==> src/rtl/core/pelr_ram.sv <==
// Generic single-write, single-read RAM with registered read data.
// No dependencies.
`default_nettype none
module pelr_ram #(
  parameter int WIDTH = 32,
  parameter int DEPTH = 64
) (
  input  wire logic                     clk,
  input  wire logic                     we,
  input  wire logic [$clog2(DEPTH)-1:0] waddr,
  input  wire logic [WIDTH-1:0]         wdata,
  input  wire logic                     re,
  input  wire logic [$clog2(DEPTH)-1:0] raddr,
  output logic      [WIDTH-1:0]         rdata
);
  logic [WIDTH-1:0] mem [DEPTH];

  always_ff @(posedge clk) begin
    if (we) begin
      mem[waddr] <= wdata;
    end
    if (re) begin
      rdata <= mem[raddr];
    end
  end
endmodule
`default_nettype wire

==> config.mk <==
export PLATFORM = sky130hd
export DESIGN_NAME = pelr_ram
export DESIGN_NICKNAME = d
export VERILOG_FILES = /design/src/rtl/core/pelr_ram.sv
export SDC_FILE = /design/constraint.sdc
export NUM_CORES = 2
export LEC_CHECK = 0
export BUFFER_PORTS_ARGS = -buffer_cell sky130_fd_sc_hd__buf_2
export CAP_MARGIN = 40
export CORE_ASPECT_RATIO = 0.9
export CORE_MARGIN = 1.5
export CORE_UTILIZATION = 67
export CTS_CLUSTER_DIAMETER = 40
export DETAILED_ROUTE_END_ITERATION = 10
export PLACE_DENSITY = 0.83
export SLEW_MARGIN = 20
export SYNTH_ARGS = -nofsm -noshare
export SYNTH_HDL_FRONTEND = slang
export SYNTH_SLANG_ARGS = --single-unit
==> constraint.sdc <==
create_clock -name clk -period 9.65 [get_ports clk]
set_clock_uncertainty 0.05 [all_clocks]
set_input_delay 0.965 -clock clk [delete_from_list [all_inputs] [get_ports clk]]
set_output_delay 0.965 -clock clk [all_outputs]
set_load 0.005 [all_outputs]
==> results_dict.tcl <==
set metrics [dict create \
    setup_viol 0 \
    drt_pass1_iterations 6 \
    drive_gt1_share_pct 30.9 \
    io_pins 79 \
    final_area_um2 89400 \
    dpl.hpwl_um 115000 \
    max-vdd-ir-drop_v 0.000193 \
    post-route-drc-count 0 \
    synth_edf_count 2080 \
    post_cts_buffers 0 \
    worst-setup-path-type "primary input to flop" \
    worst_pin_slew_ns 1.17 \
    ys_ff_latch 2080 \
    synth_top_area_share_pct 79.2 \
    die-width_um 365 \
    drtIter0Drc 7707 \
    die-area_um2 120000 \
    die_h_um 328 \
    fin_tns_setup_ns 0 \
    fin_crit_sh_pct 45.0 \
    row_count 119 \
    ctsHoldBuffers 0 \
    path_clk_slew_ns 0.06 \
    cts-root-buf "clkbuf_16" \
    synth.area.top_cells "edfxtp_1, mux4_2, mux2i_1" \
    numCtsBuffers 203 \
    path_max_fanout 56 \
    power.density_nw_per_um2 215 \
    report.final.slew_viol_count 0 \
    yosys_warnings 0 \
    status "completed" \
    hp-class "primary input to flop" \
    io_buffers 78 \
    min-delay-start "wdata[1]" \
    rsz0062_at_grt "false" \
    ant_nets 0 \
    worst_r2r_endpoint "rdata[3]" \
    cts_tree "done" \
    synth-adder-area-share_pct 0 \
    track_usage_pct 39.1 \
    crit_path_max_incr_delay_ns 0.60 \
    synth_area_um2 78800 \
    maxCapViolations 0 \
    r2r-start "mem[47][3]" \
    worstPathArrival_ns 4.82 \
    crit_chain "buf_8 > buf_4 > buf_16 > buf_4 > mux4_2 > mux4_2 > o22ai_1 > nor2_1" \
    hold_depth 1 \
    synthSimpleGateAreaFrac_pct 1.26 \
    slew_headroom_pct 22.1 \
    gr-total-overflow 0 \
    crit_required_ns 10.12 \
    synth_seq_area_share_pct 79.2 \
    synthXorXnorAreaFrac_pct 0 \
    cts_buffer_depth 3 \
    avgSynthCellArea_um2 23.7 \
    cp-start-kind "primary input" \
    ys_types 33 \
    clock.fmax_ghz 0.230 \
    core_um2 117000 \
    r2r_cells 4 \
    cts-resized-gates 0 \
    yosysTopAreaCell "edfxtp_1" \
    fin_nets 3620 \
    synthMuxAreaShare_pct 16.7 \
    hold_ws_ns 0.489 \
    grt_antenna_before_repair 14 \
    placed_cell_area_um2 82500 \
    hold_violations 0 \
    finalWorstPathRequiredPeriod_ns 4.34 \
    wire_per_inst_um 42.8 \
    clk_latency_ns 0.87 \
    grt_pass1_wl_um 314000 \
    fin_cells 5320 \
    numClockSinks 2080 \
    hold_end "mem[32][1]" \
    htreeDepth 4 \
    synthArstFlopShare_pct 0 \
    totalWireLength_um 228000 \
    syn_nets 3371 \
    place_congestion 0.859 \
    area_growth_pct 13.4 \
    synth_ff_type "edfxtp_1" \
    synth_top_family_by_area "multiplexers" \
    p_leak_nw 28.0 \
    slowest_stage "o22ai_1" \
    syn_inst 3324 \
    grt_max_degree 133 \
    dp.cells 4931 \
    rrSetupSlack_ns 6.81 \
    grt_pass1_vias 41100 \
    routed_via_density 7.60 \
    synth_compound_area_share_pct 1.67 \
    initial_core_util_pct 67.4 \
    final_util_pct 76.5 \
    cp-end-kind "flop" \
    vias 40415 \
]
synth_stat cells, types with 21 or more instances:
library cell and number:
buf_1 21, edfxtp_1 2080, mux2i_1 93, clkbuf_1 74
o22ai_1 84, nor2_1 137, buf_4 25, a21oi_1 62
nand2_1 26, buf_2 57, mux4_2 544, o221ai_1 27
cell usage in the layout, fill, tap and decap left out, drive strengths merged, types with 27 or more instances in the layout:
cell type	netlist	routed
mux2i	93	93
o22ai	84	84
edfxtp	2080	2080
clkinv	0	80
a21oi	62	62
o221ai	27	27
nor2	137	137
mux4	544	544
buf	108	225
clkbuf	74	238
per-layer routing:
layer | global-route usage, % | wire length, um | part of all wire, %
met1 | 50.1 | 69700 | 31
met2 | 61.9 | 111000 | 49
met5 | 0 | 118 | 0.052
met4 | 20.1 | 13600 | 6.0
met3 | 11.3 | 33200 | 15
kinds of logic after synthesis:
| kind of cell | Yosys count |
|---|---|
| AO/OA/AOI/OAI | 202 |
| buffers and inverters | 182 |
| flip-flops | 2080 |
| multiplexers | 637 |
| AND/OR/NAND/NOR | 223 |
flip-flops by register name, summed over array words and instances (netlist names):
| name | count |
|---|---|
| rdata | 32 |
| mem | 2048 |
cell type report:
cell class / instances / area [um2]
Sequential cell: 2080 / 62500
Fill cell: 5414 / 27400
Multi-Input combinational cell: 1062 / 16000
Clock buffer: 237 / 5270
Timing Repair Buffer: 226 / 2240
Tap cell: 1573 / 1970
Clock inverter: 140 / 1520
Antenna cell: 2 / 5.00
critical path, delay by kind of cell:
kind / cells / cell delay (ns)
buffers and inverters: 4 / 1.60
AOI/OAI and AO/OA: 1 / 0.60
muxes: 2 / 1.11
and+or+nand+nor: 1 / 0.33
metrics by stage:
step | total power, W | worst slack [ns]
5_1_grt | 0.0195 | 5.22
3_5_place_dp | 0.0112 | 4.53
4_1_cts | 0.0192 | 5.38
2_1_floorplan | 0.0107 | 5.48
3_3_place_gp | 0.0111 | 4.38
6_report | 0.0192 | 5.31
worst max path at each step:
stage               slack (ns)  startpoint    endpoint  depth (start not counted)
finish                    5.31    raddr[0]    rdata[3]                          8
global route              5.22    raddr[0]    rdata[3]                          8
CTS                       5.38    raddr[0]    rdata[3]                          8
detailed placement        4.53    raddr[0]    rdata[3]                          8
global placement          4.38    raddr[0]    rdata[3]                          7
floorplan                 5.48    waddr[3]  mem[48][0]                          4
report_power, final:
part / internal, W / total, W / switching [W] / leakage, nW
registers: 0.0100 / 0.0101 / 0.0000535 / 18.7
clock network: 0.00458 / 0.00814 / 0.00356 / 3.30
logic: 0.000359 / 0.000993 / 0.000635 / 6.01
total: 0.0150 / 0.0192 / 0.00425 / 28.0
Note: power is estimated with default switching activity, not from simulation.
