### config.mk
export PLATFORM = sky130hd
export DESIGN_NAME = pelr_div
export DESIGN_NICKNAME = d
export VERILOG_FILES = /design/src/rtl/core/pelr_pkg.sv /design/src/rtl/core/pelr_div.sv
export SDC_FILE = /design/constraint.sdc
export NUM_CORES = 1
export LEC_CHECK = 0
export BUFFER_PORTS_ARGS = -buffer_cell sky130_fd_sc_hd__buf_2
export CORE_UTILIZATION = 45
export DETAILED_ROUTE_END_ITERATION = 10
export PLACE_DENSITY = 0.68
export SLEW_MARGIN = 15
export SYNTH_ARGS = -nofsm -noshare
export SYNTH_HDL_FRONTEND = slang
export SYNTH_SLANG_ARGS = --single-unit
### constraint.sdc
create_clock -name clk -period 7.61 [get_ports clk]
set_clock_uncertainty 0.1 [all_clocks]
set_input_delay 0.3805 -clock clk [delete_from_list [all_inputs] [get_ports clk]]
set_output_delay 0.3805 -clock clk [all_outputs]
set_load 0.02 [all_outputs]
### src/rtl/core/pelr_pkg.sv
// Shared types and constants of the polyline resampler.
// No dependencies.
`default_nettype none
package pelr_pkg;

  localparam int VERTEX_DEPTH = 64;
  localparam int VIDX_W       = $clog2(VERTEX_DEPTH);
  localparam int CNT_W        = $clog2(VERTEX_DEPTH + 1);
  localparam int COORD_W      = 32;
  localparam int VTX_W        = 3 * COORD_W;
  localparam int ROOT_W       = 33;
  localparam int TOT_W        = 40;
  localparam int RAD_W        = 66;
  localparam int DVD_W        = 66;
  localparam int DVS_W        = 34;

  localparam logic [1:0] ST_OK    = 2'd0;
  localparam logic [1:0] ST_DROP  = 2'd1;
  localparam logic [1:0] ST_SHORT = 2'd2;

  typedef struct packed {
    logic signed [31:0] coord_x;
    logic signed [31:0] coord_y;
    logic signed [31:0] coord_z;
    logic               last_vertex;
  } in_item_t;

  typedef struct packed {
    logic signed [31:0] out_x;
    logic signed [31:0] out_y;
    logic signed [31:0] out_z;
    logic [5:0]         vertex_index;
    logic               last_out;
    logic [1:0]         status;
  } out_item_t;

endpackage
`default_nettype wire

### src/rtl/core/pelr_div.sv
// Restoring divider, one quotient bit per cycle.
// Depends on pelr_pkg.
`default_nettype none
module pelr_div import pelr_pkg::*; (
  input  wire logic             clk,
  input  wire logic             rst_n,
  input  wire logic             start,
  input  wire logic [DVD_W-1:0] dividend,
  input  wire logic [DVS_W-1:0] divisor,
  output logic                  done,
  output logic [DVD_W-1:0]      quotient
);
  logic             busy_r, busy_nxt;
  logic             done_r, done_nxt;
  logic [6:0]       cnt_r, cnt_nxt;
  logic [DVD_W-1:0] dq_r, dq_nxt;
  logic [DVS_W-1:0] dvs_r, dvs_nxt;
  logic [DVS_W-1:0] rem_r, rem_nxt;
  logic [DVS_W:0]   rem_sh;
  logic             ge;

  always_comb begin
    rem_sh   = {rem_r, dq_r[DVD_W-1]};
    ge       = rem_sh >= {1'b0, dvs_r};
    busy_nxt = busy_r;
    done_nxt = 1'b0;
    cnt_nxt  = cnt_r;
    dq_nxt   = dq_r;
    dvs_nxt  = dvs_r;
    rem_nxt  = rem_r;
    if (start) begin
      busy_nxt = 1'b1;
      cnt_nxt  = '0;
      dq_nxt   = dividend;
      dvs_nxt  = divisor;
      rem_nxt  = '0;
    end else if (busy_r) begin
      rem_nxt = ge ? DVS_W'(rem_sh - {1'b0, dvs_r}) : DVS_W'(rem_sh);
      dq_nxt  = {dq_r[DVD_W-2:0], ge};
      cnt_nxt = cnt_r + 7'd1;
      if (cnt_r == 7'(DVD_W - 1)) begin
        busy_nxt = 1'b0;
        done_nxt = 1'b1;
      end
    end
  end

  always_ff @(posedge clk) begin
    if (!rst_n) begin
      busy_r <= 1'b0;
      done_r <= 1'b0;
      cnt_r  <= '0;
    end else begin
      busy_r <= busy_nxt;
      done_r <= done_nxt;
      cnt_r  <= cnt_nxt;
    end
    dq_r  <= dq_nxt;
    dvs_r <= dvs_nxt;
    rem_r <= rem_nxt;
  end

  assign done     = done_r;
  assign quotient = dq_r;
endmodule
`default_nettype wire

==> results of run 1 <==
## what timing repair did
item / CTS / global route
hold buffers: 0 / 4
setup endpoints to repair: 0 / 0
hold endpoints to repair: 0 / 4
## metal layers
metal | routed length (um) | vias to the layer above | track usage, %
met5 | 0 | - | 0
met4 | 261 | 0 | 6.07
met3 | 992 | 20 | 6.42
met2 | 8110 | 164 | 32.9
met1 | 7680 | 2627 | 25.4
li1 | - | 2836 | -
## layout make-up
type,instances,area share [%]
inverters,43,1.75
flip-flops and latches,143,41.9
repair buffers,178,10.0
well taps,220,2.98
clock buffers,17,4.61
multi-input cells,457,37.1
clock inverters,15,1.63
## power by group
part           switching (mW)  internal, mW  leakage (nW)  total (mW)
registers              0.0347         0.911          1.35       0.945
logic                   0.243         0.173          2.31       0.416
clock network           0.377         0.435         0.280       0.812
total                   0.654          1.52          3.93        2.17
## placed cells by master, fill, tap and decap left out, types with 4 or more instances in the layout
cell / Yosys / final
a211oi_1: 23 / 23
a21o_1: 11 / 11
inv_8: 0 / 4
and3_1: 5 / 5
dfxtp_1: 43 / 42
nand3_1: 9 / 9
nor2b_1: 4 / 4
ha_1: 36 / 36
a21oi_1: 52 / 52
o21ai_0: 16 / 16
buf_4: 3 / 6
mux2_2: 65 / 65
nor2_1: 69 / 69
xor2_1: 19 / 19
nand4_1: 9 / 9
dlygate4sd3_1: 0 / 4
nand2_1: 30 / 30
buf_2: 3 / 168
nand2b_1: 9 / 9
clkbuf_16: 0 / 17
inv_1: 43 / 42
mux2i_1: 9 / 9
a31oi_1: 6 / 6
edfxtp_1: 100 / 100
or3_1: 4 / 4
xnor2_1: 14 / 14
inv_6: 0 / 4
nor3_1: 6 / 6
## state kept, by name (all words and copies together) (netlist names)
name and flops:
done 1, dvs_r 34, busy_r 1, rem_r 34
cnt_r 7, quotient 66
## stage by stage
| stage | worst slack (ps) | power, mW | cells |
|---|---|---|---|
| floorplan | 4470 | 1.25 | 675 |
| global placement | 3950 | 1.37 | 1037 |
| detailed placement | 3870 | 1.37 | 1037 |
| CTS | 3860 | 2.19 | 1069 |
| global route | 3620 | 2.27 | 1073 |
| finish | 3880 | 2.17 | 1073 |
## worst reg2reg max path: stages (launching register included)
cell and delay, ps:
edfxtp_1 340, inv_1 50, ha_1 350, a21o_1 210, a31oi_1 310, a2111o_1 230, nand3_1 120, and2_4 210
a31oi_4 690, buf_4 460, mux2_4 350, mux2i_1 130, nor2_1 50
## final timing paths
path                             startpoint         to  slack (ps)  depth (start not counted)
worst max-delay path               dvs_r[4]  rem_r[27]        3880                         12
worst min-delay path            divisor[19]  dvs_r[19]          20                          1
worst max register to register     dvs_r[4]  rem_r[27]        3880                         12
worst min register to register     cnt_r[6]   cnt_r[6]         390                          2
## kinds of logic (layout without fill, tap and decap cells)
logic type	count (synthesis)	in the layout	synth area share, %
AND/OR/NAND/NOR	161	161	10.1
AO/OA/AOI/OAI	150	150	13.7
flip-flops	143	143	50.9
multiplexers	76	76	11.2
buffers and inverters	75	253	4.10
adder cells (fa/ha/maj)	37	37	6.19
XOR/XNOR	33	33	3.81
==> flow_metrics.tcl, run 1 <==
set metrics [dict create \
    synth_common_cells "edfxtp_1 (100), nor2_1 (69), mux2_2 (65)" \
    diodes 0 \
    place.gp.congestion 0.843 \
    synthFlopType "edfxtp_1" \
    arrival_ps 3930 \
    hold_violations 0 \
    grt-ovfl-total 0 \
    vias_per_cell 5.26 \
    critPathSlowestCell "a31oi_4" \
    multiInputGateArea_mm2 0.00342 \
    synth_largest_area_cell "edfxtp_1" \
    std_cell_rows 47 \
    hpwl_um 11700 \
    ys_seq_elements 143 \
    cellPowerDensity_mw_per_mm2 236 \
    start_kind "flop" \
    p_leak_nw 3.93 \
    final_area_mm2 0.00922 \
    cts_inserted_buffers 17 \
    synth_nets 815 \
    cp_max_fo 31 \
    root_buffer "clkbuf_16" \
    fillers 1450 \
    hold_path_class "in2reg" \
    clkLatencyLatePin_ps 430 \
    ir_drop_mv 0.178 \
    synth_async_sr_flop_share_pct 0 \
    grt_max_degree 67 \
    htree_levels 4 \
    ctsResizeCount 0 \
    drive_gt1_share_pct 33.8 \
    fin_hold_ws_ps 24.6 \
    area_delta_synth_final_pct 21.4 \
    netlist_area_mm2 0.00760 \
    max_slew_margin_pct 40.4 \
    path_clk_slew_ps 70 \
    worst-setup-path-type "reg2reg" \
    cp-end-kind "flop" \
    crit_chain "inv_1 -> ha_1 -> a21o_1 -> a31oi_1 -> a2111o_1 -> nand3_1 -> and2_4 -> a31oi_4 -> buf_4 -> mux2_4 -> mux2i_1 -> nor2_1" \
    drv_cap 0 \
    antenna_left 0 \
    rsz0062_at_grt "no" \
    fin_util_pct 55.8 \
    fmax_mhz 268 \
    ys_warn_count 0 \
    wirelength_um 17000 \
    antenna_found_initial 0 \
    crit_family "compound AO/OA/AOI/OAI gates" \
    start_util_pct 46.0 \
    ios 170 \
    tightestPinTransition_ps 894 \
    cpPeakStageDelay_ps 690 \
    final.min_clock_period_ps 3730 \
    core_area_mm2 0.0165 \
    cts_setup_buffers 0 \
    synth.avg_cell_area_um2 11.3 \
    ys_seq_area_share_pct 50.9 \
    cp.required_ps 7810 \
    dieArea_mm2 0.0174 \
    yosysTopAreaCellShare_pct 39.5 \
    drc 0 \
    grt_pass1_wl_um 27900 \
    grtUsageTotal_pct 20.1 \
    cts.path.max_buffers 2 \
    yosys.cell_types.count 64 \
    outcome "finished, final reports clean" \
    nets 980 \
    seqCellArea_mm2 0.00386 \
    post-synth-top-count-cell "edfxtp_1" \
    wl_per_cell_um 15.9 \
    vias 5647 \
    first_iter_violations 315 \
    cts_tree "built" \
    io_buffers 169 \
    period_share_pct 49.0 \
    synth_area_leaders "edfxtp_1 (40%), dfxtp_1 (11%), mux2_2 (9.6%)" \
    firstDrtPassIters 5 \
    grt_pass1_vias 5665 \
    fp.dieH_um 132 \
    tns_ps 0 \
    synthCells 675 \
    post_dp_cell_area_mm2 0.00861 \
    synth_edf_count 100 \
    drv_slew 0 \
    die_x_um 132 \
    path_buf_inv 2 \
    cts_sinks 143 \
    finalSetupViolCount 0 \
]
Power figures use the tool's default switching activity.
==> inputs of run 2 (changes only) <==
--- a/config.mk
+++ b/config.mk
@@ -5,10 +5,11 @@
 export SDC_FILE = /design/constraint.sdc
 export NUM_CORES = 1
 export LEC_CHECK = 0
+export ABC_AREA = 1
 export BUFFER_PORTS_ARGS = -buffer_cell sky130_fd_sc_hd__buf_2
 export CORE_UTILIZATION = 45
 export DETAILED_ROUTE_END_ITERATION = 10
-export PLACE_DENSITY = 0.68
+export PLACE_DENSITY = 0.7
 export SLEW_MARGIN = 15
 export SYNTH_ARGS = -nofsm -noshare
 export SYNTH_HDL_FRONTEND = slang
==> constraint.sdc (replaced) <==
create_clock -name clk -period 3.3 [get_ports clk]
set_clock_uncertainty 0.1 [all_clocks]
set_input_delay 0.165 -clock clk [delete_from_list [all_inputs] [get_ports clk]]
set_output_delay 0.165 -clock clk [all_outputs]
set_load 0.02 [all_outputs]
==> run 2 against run 1 <==
  * Via count rose by 45%
  * Wire length rose by 42%
  * Synthesized area rose by 13%
  * Cell area rose by 22%
  * Synthesized cell count rose by 72%
  * Non-clock buffer count rose by 99
  * Clock power rose by 140%
  * Utilization rose by 4.3 points
  * Fmax rose by 42%
  * Critical path type unchanged
  * Largest cell class is now multi-input combinational cells
  * Largest power group unchanged
  * Highest routed layer unchanged
==> flow_metrics.tcl, run 2 <==
set metrics [dict create \
    p_switching_mw 1.39 \
    swShare_pct 28.9 \
    cp-end-kind "flop" \
    vias 8208 \
    final_common_cell "nand2_1" \
    pwr-share-seq_pct 44.4 \
    tightestPinTransition_ps 847 \
    antenna_found_initial 0 \
    drv_cap 0 \
    cts.path.max_buffers 2 \
    synthAdderAreaFrac_pct 5.47 \
    start_util_pct 46.0 \
    synthMuxAreaShare_pct 0 \
    cpPeakStageDelay_ps 510 \
    ios 170 \
    root_buffer "clkbuf_16" \
    drv_slew 0 \
    drive_gt1_share_pct 17.3 \
    fillers 1642 \
    cp.required_ps 3500 \
    hold_path_class "in2reg" \
    period_share_pct 79.5 \
    ys_seq_area_share_pct 44.9 \
    largest_reg_flops 66 \
    fp.dieH_um 140 \
    place.gp.congestion 0.940 \
    max_slew_margin_pct 43.5 \
    synth_async_sr_flop_share_pct 0 \
    synth.avg_cell_area_um2 7.41 \
    area_delta_synth_final_pct 30.7 \
    synth_area_leaders "edfxtp_1 (35%), nand2_1 (21%), dfxtp_1 (10%)" \
    synth_nets 1301 \
    crit_family "compound AO/OA/AOI/OAI gates" \
    worst-setup-path-type "reg2reg" \
    core_area_mm2 0.0187 \
    synth_top_family_by_area "simple AND/OR/NAND/NOR gates" \
    place_inst 1542 \
    grt_max_degree 52 \
    grt_pass1_wl_um 38900 \
    critPathSlowestCell "a21oi_4" \
    grt_pass1_vias 8056 \
    vias_per_cell 4.90 \
    netlist_area_mm2 0.00861 \
    pwr-share-clk_pct 40.1 \
    drc 0 \
    ys_seq_elements 143 \
    tns_ps 0 \
    p_int_mw 3.42 \
    synth_common_cells "nand2_1 (482), inv_1 (177), edfxtp_1 (100)" \
    first_iter_violations 499 \
    synthFlopType "edfxtp_1" \
    arrival_ps 2820 \
    wl_per_cell_um 14.4 \
    antenna_left 0 \
    cts_setup_buffers 0 \
    ir_drop_mv 0.362 \
    synth_edf_count 100 \
    nets 1567 \
    io_buffers 169 \
    cts_sinks 143 \
    ctsResizeCount 0 \
    instances_no_fill 1674 \
    final_cell_mix "nand2_1 (482), inv_1 (176), buf_2 (168)" \
    cp_max_fo 15 \
    grt-ovfl-total 0 \
    std_cell_rows 50 \
    hold_violations 0 \
    diodes 0 \
    wirelength_um 24200 \
    ys_warn_count 0 \
    final.min_clock_period_ps 2620 \
    finalSetupViolCount 0 \
    cts_inserted_buffers 17 \
    outcome "finished, final reports clean" \
    path_clk_slew_ps 60 \
    clkLatencyLatePin_ps 440 \
    cellPowerDensity_mw_per_mm2 428 \
    yosys.cell_types.count 38 \
    htree_levels 4 \
    synth_largest_area_cell "edfxtp_1" \
    synth-simple-area-share_pct 34.2 \
    start_kind "flop" \
    synth_compound_area_share_pct 3.79 \
    post-synth-top-count-cell "nand2_1" \
    yosysTopAreaCellShare_pct 34.9 \
    crit_chain "inv_1 -> ha_1 -> nand2_2 -> inv_2 -> a21oi_2 -> o21ai_1 -> a21oi_4 -> buf_4 -> nand3_1 -> nand3_1 -> o21ai_1" \
    path_buf_inv 3 \
    cts_tree "built" \
    p_leak_nw 5.77 \
    dieArea_mm2 0.0197 \
    firstDrtPassIters 7 \
    rsz0062_at_grt "no" \
    synth_xor_area_share_pct 1.73 \
    hpwl_um 16500 \
    comb_power_share_pct 15.5 \
    die_x_um 140 \
    fmax_mhz 381 \
    grtUsageTotal_pct 25.3 \
    synthCells 1161 \
]
run 2: cell types whose count changed in the layout (fill, tap and decap cells not counted), moves of 23 or more:
| cell | change |
|---|---|
| mux2_2 | -65 |
| dlygate4sd3_1 | +96 |
| nand3_1 | +85 |
| a21oi_1 | -29 |
| nand2_1 | +452 |
| inv_1 | +134 |
| a211oi_1 | -23 |
run 2: cells by family (layout without fill, tap and decap cells):
| group | after synthesis | in the layout |
|---|---|---|
| and+or+nand+nor | 688 | 688 |
| xor gates and xnor gates | 17 | 17 |
| DFF | 143 | 143 |
| adders and majority gates | 37 | 37 |
| buffers and inverters | 216 | 495 |
| AOI/OAI and AO/OA | 60 | 60 |
run 2: cell type report:
type	count	area (um2)	share of cell area, %
clock inverter	15	155	1.38
clock buffer	17	425	3.78
tap	234	293	2.60
sequential	143	3860	34.3
multi-input combinational	802	3890	34.6
inverter	186	699	6.22
timing repair buffer	277	1920	17.1
run 2: repair_timing:
action | in CTS | in global routing
endpoints found under the hold margin | 100 | 0
setup endpoints to repair | 0 | 0
hold buffers | 100 | 0
run 2: path summary, 6_finish.rpt:
kind,startpoint,end,slack [ps],cells past startpoint
worst max-delay path,dvs_r[29],rem_r[13],680,11
worst min-delay path,dividend[0],quotient[0],30,3
worst max register to register,dvs_r[29],rem_r[13],680,11
worst min register to register,rem_r[19],rem_r[19],370,2
run 2: power groups by stage:
stage | registers [mW] | logic, mW | clock network, mW
floorplan | 2.27 | 0.291 | 0
CTS | 2.13 | 0.736 | 1.96
global placement | 2.17 | 0.638 | 0
detailed placement | 2.17 | 0.643 | 0
global route | 2.15 | 0.813 | 2.03
finish | 2.13 | 0.746 | 1.93
run 2: routing by layer:
| layer | part of all wire, % | wire, um | track usage [%] | vias up |
|---|---|---|---|---|
| met4 | 2.4 | 587 | 9.20 | 0 |
| met5 | 0 | 0 | 0 | - |
| met2 | 48 | 11700 | 44.1 | 290 |
| li1 | - | - | - | 4175 |
| met3 | 6.3 | 1520 | 5.06 | 46 |
| met1 | 43 | 10400 | 31.0 | 3697 |
run 2: worst register-to-register path, stage by stage (launching register included):
cell and delay (ps):
edfxtp_1 320, inv_1 40, ha_1 360, nand2_2 170, inv_2 50, a21oi_2 190
o21ai_1 120, a21oi_4 510, buf_4 340, nand3_1 100, nand3_1 110, o21ai_1 60
run 2: metrics by stage:
stage	utilization (%)	setup slack, ps	power [mW]	instance area (um2)	hold slack (ps)
detailed placement	51.7	692	2.81	9670	243
global route	60.2	481	4.99	11300	35.5
finish	60.2	678	4.81	11300	31.3
CTS	60.2	672	4.83	11300	29.8
floorplan	-	922	2.56	8610	164
global placement	51.7	717	2.81	9670	242
==> inputs of run 3 (changes only) <==
--- a/config.mk
+++ b/config.mk
@@ -9,7 +9,7 @@
 export BUFFER_PORTS_ARGS = -buffer_cell sky130_fd_sc_hd__buf_2
 export CORE_UTILIZATION = 45
 export DETAILED_ROUTE_END_ITERATION = 10
-export PLACE_DENSITY = 0.7
+export PLACE_DENSITY = 0.67
 export SLEW_MARGIN = 15
 export SYNTH_ARGS = -nofsm -noshare
 export SYNTH_HDL_FRONTEND = slang
==> constraint.sdc (replaced) <==
create_clock -name clk -period 2.6 [get_ports clk]
set_clock_uncertainty 0.1 [all_clocks]
set_input_delay 0.13 -clock clk [delete_from_list [all_inputs] [get_ports clk]]
set_output_delay 0.13 -clock clk [all_outputs]
set_load 0.02 [all_outputs]
==> run 3 against run 2 <==
  * Setup slack lost 500 ps
  * Critical path type unchanged
  * Count of clock-buffer cells in the layout is the same
  * Combinational power increased by 26%
==> flow_metrics.tcl, run 3 (synthesis results as in run 2) <==
set metrics [dict create \
    outcome "finished, final reports clean" \
    final_area_mm2 0.0114 \
    vias_per_cell 4.91 \
    htree_levels 4 \
    clkLatencyLatePin_ps 440 \
    hold_path_class "in2reg" \
    r2r_end "rem_r[2]" \
    p_leak_nw 5.86 \
    rsz0062_at_grt "no" \
    grt-ovfl-total 0 \
    post_dp_cell_area_mm2 0.00970 \
    arrival_ps 2620 \
    finalSetupViolCount 0 \
    cts_inserted_buffers 17 \
    tightestPinTransition_ps 700 \
    cts_tree "built" \
    diodes 0 \
    seqCellArea_mm2 0.00386 \
    tns_ps 0 \
    r2r_setup_slack_ps 180 \
    multiInputGateArea_mm2 0.00393 \
    p_total_mw 6.28 \
    first_iter_violations 521 \
    nets 1576 \
    hold_violations 0 \
    hold_end "quotient[0]" \
    path_clk_slew_ps 70 \
    dieArea_mm2 0.0197 \
    wl_per_cell_um 14.9 \
    start_util_pct 46.0 \
    antenna_left 0 \
    final_common_cell "nand2_1" \
    cp_max_fo 13 \
    final_cell_mix "nand2_1 (480), inv_1 (176), buf_2 (168)" \
    wirelength_um 25100 \
    period_share_pct 93.2 \
    firstDrtPassIters 5 \
    preCtsSetupSlack_ps 86.0 \
    reg2reg_from "dvs_r[25]" \
    fin_hold_ws_ps 33.2 \
    worst_hold_path.num_cells 3 \
    place.gp.congestion 0.932 \
    instances_no_fill 1683 \
    grt_max_degree 70 \
    max_slew_margin_pct 53.3 \
    final.min_clock_period_ps 2420 \
    area_delta_synth_final_pct 32.5 \
    drv_cap 0 \
    io_buffers 169 \
    grt_pass1_wl_um 40300 \
    start_kind "flop" \
    cellPowerDensity_mw_per_mm2 551 \
    die_x_um 140 \
    rr_worst_depth 13 \
    fp.dieH_um 140 \
    antenna_found_initial 1 \
    cts.path.max_buffers 2 \
    drive_gt1_share_pct 18.0 \
    drc 0 \
    vias 8264 \
    fin_util_pct 60.9 \
    cts_sinks 143 \
    grtUsageTotal_pct 26.2 \
    hold_start "dividend[0]" \
    std_cell_rows 50 \
    worst-setup-path-type "reg2reg" \
    grt_pass1_vias 8182 \
    place_inst 1546 \
    ios 170 \
    cp.required_ps 2800 \
    ir_drop_mv 0.435 \
    core_area_mm2 0.0187 \
    drv_slew 0 \
    fillers 1648 \
    root_buffer "clkbuf_16" \
    fmax_mhz 413 \
    largest_reg_flops 66 \
    setup_ws_ps 177 \
    cp-end-kind "flop" \
    hpwl_um 17400 \
]
## run 3: metal layers
layer,part of all wire [%],track usage [%],up-vias
met5,0.040,0,-
met3,5.9,5.85,46
met1,44,31.9,3739
met4,2.3,9.60,2
li1,-,-,4202
met2,48,45.4,275
## run 3: where the power goes
part / switching (mW) / total (mW) / internal [mW]
Sequential: 0.0859 / 2.71 / 2.63
Clock: 1.16 / 2.63 / 1.47
Combinational: 0.571 / 0.942 / 0.371
Total: 1.81 / 6.28 / 4.47
## run 3: area by class of cell
type / count / share of cell area, %
multi-input cells: 804 / 34.5
clock inverters: 15 / 1.72
inverters: 186 / 6.14
flip-flops and latches: 143 / 33.9
clock buffers: 17 / 3.73
repair buffers: 284 / 17.5
well taps: 234 / 2.57
## run 3: worst max path at each step
stage                       startpoint     endpoint  slack, ps  cells past startpoint
after detailed placement  quotient[65]    rem_r[28]         90                     16
after global routing      quotient[65]    rem_r[28]         20                     16
final                        dvs_r[25]     rem_r[2]        180                     13
after CTS                 quotient[65]    rem_r[28]         70                     16
after global placement    quotient[65]    rem_r[28]         70                     16
after floorplan                 busy_r  quotient[0]        220                      4
## run 3: what timing repair did
item | CTS | global route
buffers inserted | 0 | 2
resized for setup | 0 | 4
endpoints found under the hold margin | 102 | 0
endpoints found under the setup margin | 0 | 19
hold buffers | 101 | 0
## run 3: worst max-delay path: stages, from the launching register on
cell	delay, ps
edfxtp_1	320
inv_1	50
ha_1	380
nand2_1	130
inv_1	90
a21oi_1	190
nand2_1	90
a21oi_2	180
nand2_4	120
nand2_8	190
buf_4	200
nand3_1	80
nand3_1	90
o21ai_0	90
