File: src/rtl/core/pelr_pkg.sv
// Shared types and constants of the polyline resampler.
// No dependencies.
`default_nettype none
package pelr_pkg;

  localparam int VERTEX_DEPTH = 64;
  localparam int VIDX_W       = $clog2(VERTEX_DEPTH);
  localparam int CNT_W        = $clog2(VERTEX_DEPTH + 1);
  localparam int COORD_W      = 32;
  localparam int VTX_W        = 3 * COORD_W;
  localparam int ROOT_W       = 33;
  localparam int TOT_W        = 40;
  localparam int RAD_W        = 66;
  localparam int DVD_W        = 66;
  localparam int DVS_W        = 34;

  localparam logic [1:0] ST_OK    = 2'd0;
  localparam logic [1:0] ST_DROP  = 2'd1;
  localparam logic [1:0] ST_SHORT = 2'd2;

  typedef struct packed {
    logic signed [31:0] coord_x;
    logic signed [31:0] coord_y;
    logic signed [31:0] coord_z;
    logic               last_vertex;
  } in_item_t;

  typedef struct packed {
    logic signed [31:0] out_x;
    logic signed [31:0] out_y;
    logic signed [31:0] out_z;
    logic [5:0]         vertex_index;
    logic               last_out;
    logic [1:0]         status;
  } out_item_t;

endpackage
`default_nettype wire

File: src/rtl/core/pelr_sqrt.sv
// Iterative floor square root, two radicand bits per cycle.
// Depends on pelr_pkg.
`default_nettype none
module pelr_sqrt import pelr_pkg::*; (
  input  wire logic              clk,
  input  wire logic              rst_n,
  input  wire logic              start,
  input  wire logic [RAD_W-1:0]  radicand,
  output logic                   done,
  output logic [ROOT_W-1:0]      root
);
  localparam int STEPS = RAD_W / 2;
  localparam int REM_W = ROOT_W + 5;

  logic              busy_r, busy_nxt;
  logic              done_r, done_nxt;
  logic [5:0]        cnt_r, cnt_nxt;
  logic [RAD_W-1:0]  rad_r, rad_nxt;
  logic [REM_W-1:0]  rem_r, rem_nxt;
  logic [ROOT_W-1:0] root_r, root_nxt;
  logic [REM_W-1:0]  rem_sh, trial;

  always_comb begin
    rem_sh   = {rem_r[REM_W-3:0], rad_r[RAD_W-1 -: 2]};
    trial    = REM_W'({root_r, 2'b01});
    busy_nxt = busy_r;
    done_nxt = 1'b0;
    cnt_nxt  = cnt_r;
    rad_nxt  = rad_r;
    rem_nxt  = rem_r;
    root_nxt = root_r;
    if (start) begin
      busy_nxt = 1'b1;
      cnt_nxt  = '0;
      rad_nxt  = radicand;
      rem_nxt  = '0;
      root_nxt = '0;
    end else if (busy_r) begin
      rad_nxt = {rad_r[RAD_W-3:0], 2'b00};
      if (rem_sh >= trial) begin
        rem_nxt  = rem_sh - trial;
        root_nxt = {root_r[ROOT_W-2:0], 1'b1};
      end else begin
        rem_nxt  = rem_sh;
        root_nxt = {root_r[ROOT_W-2:0], 1'b0};
      end
      cnt_nxt = cnt_r + 6'd1;
      if (cnt_r == 6'(STEPS - 1)) begin
        busy_nxt = 1'b0;
        done_nxt = 1'b1;
      end
    end
  end

  always_ff @(posedge clk) begin
    if (!rst_n) begin
      busy_r <= 1'b0;
      done_r <= 1'b0;
      cnt_r  <= '0;
    end else begin
      busy_r <= busy_nxt;
      done_r <= done_nxt;
      cnt_r  <= cnt_nxt;
    end
    rad_r  <= rad_nxt;
    rem_r  <= rem_nxt;
    root_r <= root_nxt;
  end

  assign done = done_r;
  assign root = root_r;
endmodule
`default_nettype wire

File: config.mk
export PLATFORM = sky130hd
export DESIGN_NAME = pelr_sqrt
export DESIGN_NICKNAME = d
export VERILOG_FILES = /design/src/rtl/core/pelr_pkg.sv /design/src/rtl/core/pelr_sqrt.sv
export SDC_FILE = /design/constraint.sdc
export NUM_CORES = 1
export LEC_CHECK = 0
export BUFFER_PORTS_ARGS = -buffer_cell sky130_fd_sc_hd__buf_2
export CAP_MARGIN = 20
export CORE_MARGIN = 2
export CORE_UTILIZATION = 33
export DETAILED_ROUTE_END_ITERATION = 7
export GPL_ROUTABILITY_DRIVEN = 1
export PLACE_DENSITY_LB_ADDON = 0.12
export SLEW_MARGIN = 10
export SYNTH_ARGS = -nofsm -noshare
export SYNTH_HDL_FRONTEND = slang
export SYNTH_SLANG_ARGS = --single-unit
File: constraint.sdc
create_clock -name clk -period 3.5 [get_ports clk]
set_clock_uncertainty 0.2 [all_clocks]
set_input_delay 0.525 -clock clk [delete_from_list [all_inputs] [get_ports clk]]
set_output_delay 0.525 -clock clk [all_outputs]
set_load 0.005 [all_outputs]
==> results of run 1 <==
[path summary, 6_finish.rpt]
path	from	to	slack [ns]	cells past startpoint
worst max register to register	root[8]$_SDFFE_PP0P_	rem_r[35]$_SDFFE_PP0P_	0.31	10
worst min register to register	rem_r[18]$_SDFFE_PP0P_	rem_r[20]$_SDFFE_PP0P_	0.30	2
worst max-delay path	root[8]$_SDFFE_PP0P_	rem_r[35]$_SDFFE_PP0P_	0.31	10
worst min-delay path	rst_n	busy_r$_SDFF_PN0_	0.13	2
[per-layer routing]
layer,track usage,vias up
li1,-,3084
met1,0.217,2895
met2,0.242,93
met3,0.0243,20
met4,0.0516,0
met5,0,-
[logic make-up after synthesis]
| kind of cell | synth area share |
|---|---|
| compound gates | 0.147 |
| flops | 0.437 |
| fa+ha+maj | 0.0574 |
| buf+inv | 0.0478 |
| simple gates | 0.135 |
| xor+xnor | 0.0391 |
| mux | 0.137 |
[where the power goes]
part / switching (mW) / total [mW] / leakage (nW) / internal [mW]
Combinational: 2.43 / 4.05 / 2.25 / 1.62
Clock: 0.842 / 1.94 / 0.307 / 1.09
Sequential: 0.134 / 2.12 / 1.29 / 1.98
[worst max-delay path, stage by stage (launching register included)]
cell,delay (ns)
sky130_fd_sc_hd__dfxtp_1,0.38
sky130_fd_sc_hd__inv_1,0.06
sky130_fd_sc_hd__ha_1,0.39
sky130_fd_sc_hd__a21oi_1,0.28
sky130_fd_sc_hd__o21ai_0,0.15
sky130_fd_sc_hd__a211oi_1,0.51
sky130_fd_sc_hd__o21ai_1,0.21
sky130_fd_sc_hd__a211oi_1,0.27
sky130_fd_sc_hd__nor2_1,0.11
sky130_fd_sc_hd__or3_1,0.33
sky130_fd_sc_hd__a311oi_2,0.23
[layout make-up]
| type | count | area (um^2) |
|---|---|---|
| clock buffer | 17 | 425 |
| fill | 2412 | 14600 |
| inverter | 48 | 180 |
| tap | 324 | 405 |
| multi-input combinational | 571 | 4160 |
| sequential | 143 | 3530 |
| clock inverter | 15 | 188 |
| timing repair buffer | 116 | 656 |
[cell usage in the layout, fill, tap and decap left out, drive strengths merged, types with 15 or more instances in the layout]
cell	Yosys	layout
buf	12	116
nor2	86	86
nand2	82	82
dfxtp	77	77
edfxtp	66	66
mux2	65	65
inv	46	58
mux2i	37	37
ha	37	37
a21oi	36	36
o21ai	27	27
a311oi	23	23
xor2	21	21
clkbuf	34	17
xnor2	15	15
[state kept, by name (all words and copies together), names as in the netlist]
signal  count
done        1
root       33
rem_r      36
rad_r      66
cnt_r       6
busy_r      1
[through the flow]
stage | setup WS, ns | utilization
finish | 0.309 | 0.395
detailed placement | 0.308 | 0.369
CTS | 0.263 | 0.395
global placement | 0.289 | 0.369
floorplan | 0.473 | -
global route | 0.00612 | 0.395
==> summary.md, run 1 <==
| Metric | Value |
|---|---|
| Endpoints failing hold | 0 |
| Most common flop cell mapped by yosys | sky130_fd_sc_hd__dfxtp_1 |
| Cell area after synthesis | a little over 8000 um^2 |
| Slew at the pin with the worst max-slew slack | 0.719 ns |
| Starting Density | 0.334 |
| Detailed-routing wirelength on met1 | 9.87 mm |
| Critical path required time | 3.65 ns |
| Synthesized flop and latch total | 143 |
| Portion of synthesized cell area occupied by the leading cell type | 0.246 |
| Hold Path Class | input pin to flop |
| RSZ-0062 raised after global routing | no |
| Post-route worst hold slack | 0.133 ns |
| Metal3 WL | roughly 580 um |
| Shortest period the worst path allows | 3.19 ns |
| Total congestion overflow | 0 |
| Post-detailed-route count of antenna-violating nets | 0 |
| Number of instances in the synthesized netlist | about 810 |
| # rows | 57 |
| Met2 WL post-DR | 8.50 mm |
| Placed Cells | 1202 |
| Most frequent cells after synthesis | sky130_fd_sc_hd__nor2_1, sky130_fd_sc_hd__dfxtp_1, sky130_fd_sc_hd__nand2_1, sky130_fd_sc_hd__edfxtp_1, sky130_fd_sc_hd__mux2_2 |
| Vias per std cell | between 4 and 5 |
| Number of design rule violations left after detail routing | 0 |
| Clock Tree Buf Depth | 2 |
| Critical path capture point type | flop |
| Growth of design area from synthesis to finish | 18.3% |
| Max Used Layer | met4 |
| Maximum achievable frequency | between 300 and 400 MHz |
| Number of buffers inserted by hold repair at cts | 0 |
| Gpl congestion | 0.833 |
| Number of top-level pins | just over 100 |
| Proportion of synthesized chip area in sequential cells | 0.437 |
| Antenna violations before repair | 0 |
| Synth warn | 0 |
| Count of final max-slew check failures | 0 |
| Via count of the routed design | just over 6000 |
| Type of the setup path with the least slack | flop to flop |
| Die outline area | 25700 um^2 |
| Power per Cell Area | ~850 nW/um^2 |
| Via count of the first global-routing pass | between 6000 and 7000 |
| Most frequent cell after synthesis | sky130_fd_sc_hd__nor2_1 |
| Final worst-path cycle share | 0.912 |
| Largest net degree at the start of global routing | 77 |
| Finish-stage setup viols | 0 |
| Detailed-route wire length | 19.3 mm |
| Global routing usage summed across all routing layers | 0.154 |
| Number of standard cells in the final layout excluding fillers | 1234 |
| Area of the core | 24200 um^2 |
| Launching element type of the critical path | flop |
| Setup bufs post-CTS | 0 |
| Cells resized by post-CTS repair | 0 |
| Average footprint of a synthesized cell | 9.98 um^2 |
| Number of optimization iterations in the first detailed-route pass | 4 |
| Layout Nets | 1003 |
| Share of post-route cells with drive strength above 1 | 0.273 |
| Number of buffers created by CTS | 17 |
| Post-detailed-placement cell area | 8930 um^2 |
| Worst voltage drop across the vdd grid | 501 uV |
| Chip height | 160 um |
| Leakage power figure | 3.85 nW |
| CP arrival | around 3.3 ns |
| Drt initial violations | 325 |
| Count of flip-flops with a built-in enable after synthesis | 66 |
| Maximum fanout count along the critical path | 7 |
| Share of flip-flops with an asynchronous set or reset after synthesis | 0 |
| Largest area contributor in the synthesized netlist | sky130_fd_sc_hd__edfxtp_1 |
| WL/cell | 15.6 um |
| Detailed-placement wirelength estimate | 13.3 mm |
| H-Tree Level Count | 4 |
| Cell types with the largest area share after synthesis | sky130_fd_sc_hd__edfxtp_1, sky130_fd_sc_hd__dfxtp_1, sky130_fd_sc_hd__mux2_2, sky130_fd_sc_hd__ha_1, sky130_fd_sc_hd__mux2i_1 |
| Overall power after layout | between 8 and 9 mW |
| Clock tree sinks | 143 |
| Post-CTS clock slew at the launch and capture registers of the worst setup and hold paths | 0.07 ns |
| Relative slew slack | 0.520 |
| Worst skew pair latency | 0.43 ns |
| TritonCTS clock tree | yes |
| Wire length of the first global-routing pass | roughly 32 mm |
| Setup TNS | 0 ns |
| Antenna diode count | 0 |
| Post-synthesis cell type count | slightly below 60 |
| Post-Synthesis Net Count | 914 |
| Non-Filler Cell Area, Final | between 9000 and 10000 um^2 |
| Cell at the root of the clock tree | sky130_fd_sc_hd__clkbuf_16 |
| DIE WIDTH | ~160 um |
| Max-cap viol count | 0 |
| Total of buffers placed on input and output ports | 102 |
| Status | complete, no violations |
Power figures use the tool's default switching activity.
==> run 2, diff against run 1 <==
==> constraint.sdc (replaced) <==
create_clock -name clk -period 4 [get_ports clk]
set_clock_uncertainty 0.2 [all_clocks]
set_input_delay 0.6 -clock clk [delete_from_list [all_inputs] [get_ports clk]]
set_output_delay 0.6 -clock clk [all_outputs]
set_load 0.005 [all_outputs]
==> run 2 against run 1 <==
Net effect:
- clock power fell by 13%
- sequential power fell by 12%
- setup slack improved by 0.38 ns
- fmax fell by 3.6%
- sequential cell count did not move
- worst hold slack improved by 0.11 ns
==> summary.md, run 2 (synthesis gave the netlist of run 1 again) <==
| Metric | Value |
|---|---|
| Status | complete, no violations |
| Critical path capture point type | flop |
| Vias per std cell | 4.94 |
| Via count of the first global-routing pass | 5974 |
| Final worst-path cycle share | 0.827 |
| Family with the most delay on the worst path | simple AND/OR/NAND/NOR gates |
| Starting Density | 0.334 |
| Number of optimization iterations in the first detailed-route pass | 5 |
| Post-detailed-placement cell area | 8890 um^2 |
| Register with the highest flop count | rad_r |
| Power per Cell Area | 736 nW/um^2 |
| Share of post-route cells with drive strength above 1 | 0.269 |
| Layout Nets | 999 |
| Cells resized by post-CTS repair | 0 |
| Via count of the routed design | 6076 |
| Post-CTS clock slew at the launch and capture registers of the worst setup and hold paths | roughly 0.070 ns |
| Share of power burned in the clock network | 0.241 |
| Maximum fanout count along the critical path | 16 |
| GRT met1 Usage | 0.224 |
| Launching element type of the critical path | flop |
| Total of buffers placed on input and output ports | 102 |
| Drt initial violations | approximately 360 |
| Die outline area | 25700 um^2 |
| Most common cell after layout, fill and taps aside | sky130_fd_sc_hd__buf_2 |
| Worst skew pair latency | 0.43 ns |
| Number of buffers inserted by hold repair at cts | 0 |
| H-Tree Level Count | 4 |
| Post-detailed-route count of antenna-violating nets | 0 |
| RSZ-0062 raised after global routing | no |
| Detailed-placement wirelength estimate | 13.5 mm |
| # rows | 57 |
| Largest incremental delay on the critical path | approximately 0.53 ns |
| Area of the core | approximately 24000 um^2 |
| Detailed-route wire length | 19.3 mm |
| Leakage power figure | 3.82 nW |
| TritonCTS clock tree | yes |
| CP arrival | 3.45 ns |
| Chip height | 160 um |
| Slew at the pin with the worst max-slew slack | 0.716 ns |
| Proportion of power drawn by flip-flops and latches | 0.266 |
| Crit path max-delay cell type | sky130_fd_sc_hd__or4_1 |
| Met3 capacity usage during global routing | 0.0256 |
| Antenna violations before repair | 0 |
| Number of buffers created by CTS | 17 |
| Clock Tree Buf Depth | 2 |
| DIE WIDTH | between 150 and 200 um |
| WL/cell | around 16 um |
| Global routing usage summed across all routing layers | 0.156 |
| Clock tree sinks | 143 |
| Most Used Layer, Global Route | met2 |
| Cell at the root of the clock tree | sky130_fd_sc_hd__clkbuf_16 |
| Switch Pwr | between 2 and 3 mW |
| Wire length of the first global-routing pass | 32.2 mm |
| Flip-flop count of the largest register after layout | 66 |
| Logic gate share of total power | 0.493 |
| Number of design rule violations left after detail routing | 0 |
| Total congestion overflow | 0 |
| Switching share of power | 0.423 |
| CP Buf/Inv Count | 1 |
| Most frequent cells in the layout | sky130_fd_sc_hd__buf_2, sky130_fd_sc_hd__nor2_1, sky130_fd_sc_hd__dfxtp_1, sky130_fd_sc_hd__nand2_1, sky130_fd_sc_hd__edfxtp_1 |
| Relative slew slack | 0.521 |
| Setup TNS | 0 ns |
| Count of final max-slew check failures | 0 |
| Growth of design area from synthesis to finish | 17.8% |
| Non-Filler Cell Area, Final | approximately 9500 um^2 |
| Type of the setup path with the least slack | flop to flop |
| Worst voltage drop across the vdd grid | 303 uV |
| Number of top-level pins | approximately 100 |
| Endpoints failing hold | 0 |
| Antenna diode count | 0 |
| Total internal power | 4.04 mW |
| Max-cap viol count | 0 |
| Finish-stage setup viols | 0 |
| Met2 global-route usage | 0.241 |
| Gpl congestion | approximately 0.8 |
| Shortest period the worst path allows | about 3.3 ns |
| Maximum achievable frequency | about 300 MHz |
| Hold Path Class | input pin to flop |
| Critical path required time | between 4 and 5 ns |
| Sequence of cells on the critical path | inv_1 > ha_1 > and4_4 > nand3_2 > or4_1 > nand4_1 > nand2_1 > or3_1 > a311oi_2 |
| Largest net degree at the start of global routing | about 130 |
| Setup bufs post-CTS | 0 |
run 2: path summary, 6_finish.rpt:
| path | startpoint | end | slack, ns | cells past startpoint |
|---|---|---|---|---|
| hold reg to reg | rem_r[21]$_SDFFE_PP0P_ | rem_r[21]$_SDFFE_PP0P_ | 0.30 | 2 |
| setup / recovery | root[19]$_SDFFE_PP0P_ | rem_r[35]$_SDFFE_PP0P_ | 0.69 | 9 |
| hold / removal | radicand[1] | rad_r[1]$_SDFFCE_PN0P_ | 0.24 | 2 |
| setup reg to reg | root[19]$_SDFFE_PP0P_ | rem_r[35]$_SDFFE_PP0P_ | 0.69 | 9 |
run 2: per-stage QoR:
stage	util	total power [mW]	setup slack [ns]	cells	hold slack [ns]
floorplan	-	4.56	0.898	808	0.253
global placement	0.368	5.38	0.676	1198	0.272
detailed placement	0.368	5.33	0.677	1198	0.292
CTS	0.393	7.07	0.647	1230	0.219
global route	0.393	7.55	0.398	1230	0.232
finish	0.393	7.00	0.691	1230	0.244
run 2: cell type report:
type / instances / area (um^2)
fillers: 2461 / 14700
flip-flops and latches: 143 / 3530
clock inverters: 15 / 193
repair buffers: 112 / 613
well taps: 324 / 405
inverters: 48 / 180
clock buffers: 17 / 425
multi-input cells: 571 / 4160
run 2: metal layers:
metal	up-vias	share of wire
met5	-	0
met4	0	0.011
met3	13	0.032
met2	94	0.45
met1	2887	0.51
li1	3082	-
run 2: power groups by stage:
stage / combinational, mW / sequential [mW] / clock, mW
4_1_cts: 3.47 / 1.86 / 1.74
6_report: 3.45 / 1.86 / 1.69
3_3_place_gp: 3.48 / 1.90 / 0
2_1_floorplan: 2.71 / 1.85 / 0
5_1_grt: 3.86 / 1.88 / 1.81
3_5_place_dp: 3.44 / 1.89 / 0
==> run 3, diff against run 2 <==
==> constraint.sdc (replaced) <==
create_clock -name clk -period 3.1 [get_ports clk]
set_clock_uncertainty 0.2 [all_clocks]
set_input_delay 0.465 -clock clk [delete_from_list [all_inputs] [get_ports clk]]
set_output_delay 0.465 -clock clk [all_outputs]
set_load 0.005 [all_outputs]
==> run 3 against run 2 <==
Net effect:
- sequential cell count did not move
- worst hold slack got worse by 0.18 ns
- power rose by 35%
- largest power group unchanged
==> summary.md, run 3 (synthesis gave the netlist of run 1 again) <==
| Metric | Value |
|---|---|
| Number of buffers inserted by hold repair at cts | 0 |
| Number of optimization iterations in the first detailed-route pass | 5 |
| Final worst-path cycle share | 0.944 |
| Starting Density | 0.334 |
| Launching element type of the critical path | flop |
| Total of buffers placed on input and output ports | ~100 |
| Utilization of the core after routing | 0.405 |
| FF-to-FF setup slack | around 0.17 ns |
| Via count of the routed design | 6161 |
| CP arrival | 3.08 ns |
| Drt initial violations | 344 |
| Max-cap viol count | 0 |
| Global routing usage summed across all routing layers | 0.154 |
| Gpl congestion | 0.859 |
| Total congestion overflow | 0 |
| Chip height | between 150 and 200 um |
| Register with the highest flop count | rad_r |
| Number of design rule violations left after detail routing | 0 |
| Layout Nets | 1023 |
| Worst voltage drop across the vdd grid | 655 uV |
| Status | complete, no violations |
| FF-to-FF Start | root[16]$_SDFFE_PP0P_ |
| # rows | 57 |
| Most common cell after layout, fill and taps aside | sky130_fd_sc_hd__buf_2 |
| Clock Tree Buf Depth | 2 |
| Vias per std cell | roughly 4.9 |
| Power per Cell Area | 964 nW/um^2 |
| Detailed-placement wirelength estimate | 13.7 mm |
| Endpoints failing hold | 0 |
| Count of final max-slew check failures | 0 |
| WL/cell | 15.5 um |
| Largest net degree at the start of global routing | 134 |
| Wire length of the first global-routing pass | 31.9 mm |
| Flip-flop count of the largest register after layout | 66 |
| Number of buffers created by CTS | 17 |
| Antenna diode count | 0 |
| Clock tree sinks | about 140 |
| Critical path required time | 3.25 ns |
| Relative slew slack | 0.500 |
| Leakage power figure | 3.95 nW |
| Type of the setup path with the least slack | flop to flop |
| Number of top-level pins | approximately 100 |
| TritonCTS clock tree | yes |
| Dpl ws | 0.0461 ns |
| Final setup slack of the worst path | 0.173 ns |
| Hold Path Class | input pin to flop |
| Largest incremental delay on the critical path | 0.52 ns |
| CP Buf/Inv Count | 2 |
| Critical path capture point type | flop |
| Crit path max-delay cell type | sky130_fd_sc_hd__or4_1 |
| H-Tree Level Count | 4 |
| Slew at the pin with the worst max-slew slack | 0.750 ns |
| Finish-stage setup viols | 0 |
| Critical Path Start | root[16]$_SDFFE_PP0P_ |
| Post-route worst hold slack | 0.0679 ns |
| Area of the core | 24200 um^2 |
| Share of post-route cells with drive strength above 1 | 0.305 |
| Most frequent cells in the layout | sky130_fd_sc_hd__buf_2, sky130_fd_sc_hd__nor2_1, sky130_fd_sc_hd__dfxtp_1, sky130_fd_sc_hd__nand2_1, sky130_fd_sc_hd__edfxtp_1 |
| Die outline area | 25700 um^2 |
| Cell at the root of the clock tree | sky130_fd_sc_hd__clkbuf_16 |
| Worst min-delay path startpoint | rst_n |
| Worst skew pair latency | between 0.4 and 0.5 ns |
| Via count of the first global-routing pass | between 6000 and 7000 |
| Fillers | 2455 |
| Post-detailed-route count of antenna-violating nets | 0 |
| Post-CTS clock slew at the launch and capture registers of the worst setup and hold paths | 0.07 ns |
| Maximum achievable frequency | around 340 MHz |
| Antenna violations before repair | 0 |
| Detailed-route wire length | just under 20 mm |
| Maximum fanout count along the critical path | 6 |
| Sequence of cells on the critical path | inv_1 > ha_1 > and4_4 > nand3_2 > or4_1 > nand4_1 > nand2_2 > buf_4 > or3_1 > a31oi_1 |
| Growth of design area from synthesis to finish | 21.3% |
| Family with the most delay on the worst path | simple AND/OR/NAND/NOR gates |
| Shortest period the worst path allows | 2.93 ns |
| DIE WIDTH | 160 um |
[run 3: changes by cell type in the layout (fill, tap and decap cells not counted), sizes merged]
cell / change
bufinv: -1
clkinv: +1
buf: +24
[run 3: report_power, final]
group | leakage (nW) | total (mW) | switching, mW | internal, mW
Combinational | 2.36 | 4.92 | 2.88 | 2.04
Sequential | 1.29 | 2.39 | 0.149 | 2.24
Clock | 0.302 | 2.13 | 0.964 | 1.17
Total | 3.95 | 9.44 | 4.00 | 5.44
[run 3: worst paths after layout]
kind / end / cells after the start
max: rem_r[11]$_SDFFE_PP0P_ / 10
min: busy_r$_SDFF_PN0_ / 2
max reg2reg: rem_r[11]$_SDFFE_PP0P_ / 10
min reg2reg: cnt_r[5]$_SDFFE_PP0P_ / 2
[run 3: worst reg2reg max path, cell delays in order (launching register included)]
cell	delay, ns
sky130_fd_sc_hd__dfxtp_1	0.37
sky130_fd_sc_hd__inv_1	0.06
sky130_fd_sc_hd__ha_1	0.37
sky130_fd_sc_hd__and4_4	0.29
sky130_fd_sc_hd__nand3_2	0.10
sky130_fd_sc_hd__or4_1	0.52
sky130_fd_sc_hd__nand4_1	0.14
sky130_fd_sc_hd__nand2_2	0.13
sky130_fd_sc_hd__buf_4	0.17
sky130_fd_sc_hd__or3_1	0.37
sky130_fd_sc_hd__a31oi_1	0.14
[run 3: layout make-up]
type                       instances  area, um^2  share of cell area
clock inverter                    15         186              0.0191
tap                              324         405              0.0414
inverter                          48         180              0.0184
timing repair buffer             136         826              0.0844
multi-input combinational        571        4240               0.433
sequential                       143        3530               0.360
clock buffer                      17         425              0.0435
[run 3: timing repair]
action,in CTS,in global routing
buffers inserted,0,1
gates resized for setup,0,18
endpoints found under the setup margin,0,37
[run 3: stage by stage]
| stage | total power [mW] | instance area, um^2 | TNS (ns) | cells |
|---|---|---|---|---|
| 2_1_floorplan | 5.89 | 8070 | 0 | 808 |
| 3_3_place_gp | 7.17 | 9080 | 0 | 1221 |
| 3_5_place_dp | 7.11 | 9080 | 0 | 1221 |
| 4_1_cts | 9.32 | 9700 | 0 | 1253 |
| 5_1_grt | 10.1 | 9790 | -0.0626 | 1254 |
| 6_report | 9.44 | 9790 | 0 | 1254 |
[run 3: metal layers]
metal,track usage,wire length [um]
met1,0.208,9670
met2,0.255,9080
met3,0.0222,466
met4,0.0455,248
met5,0,0
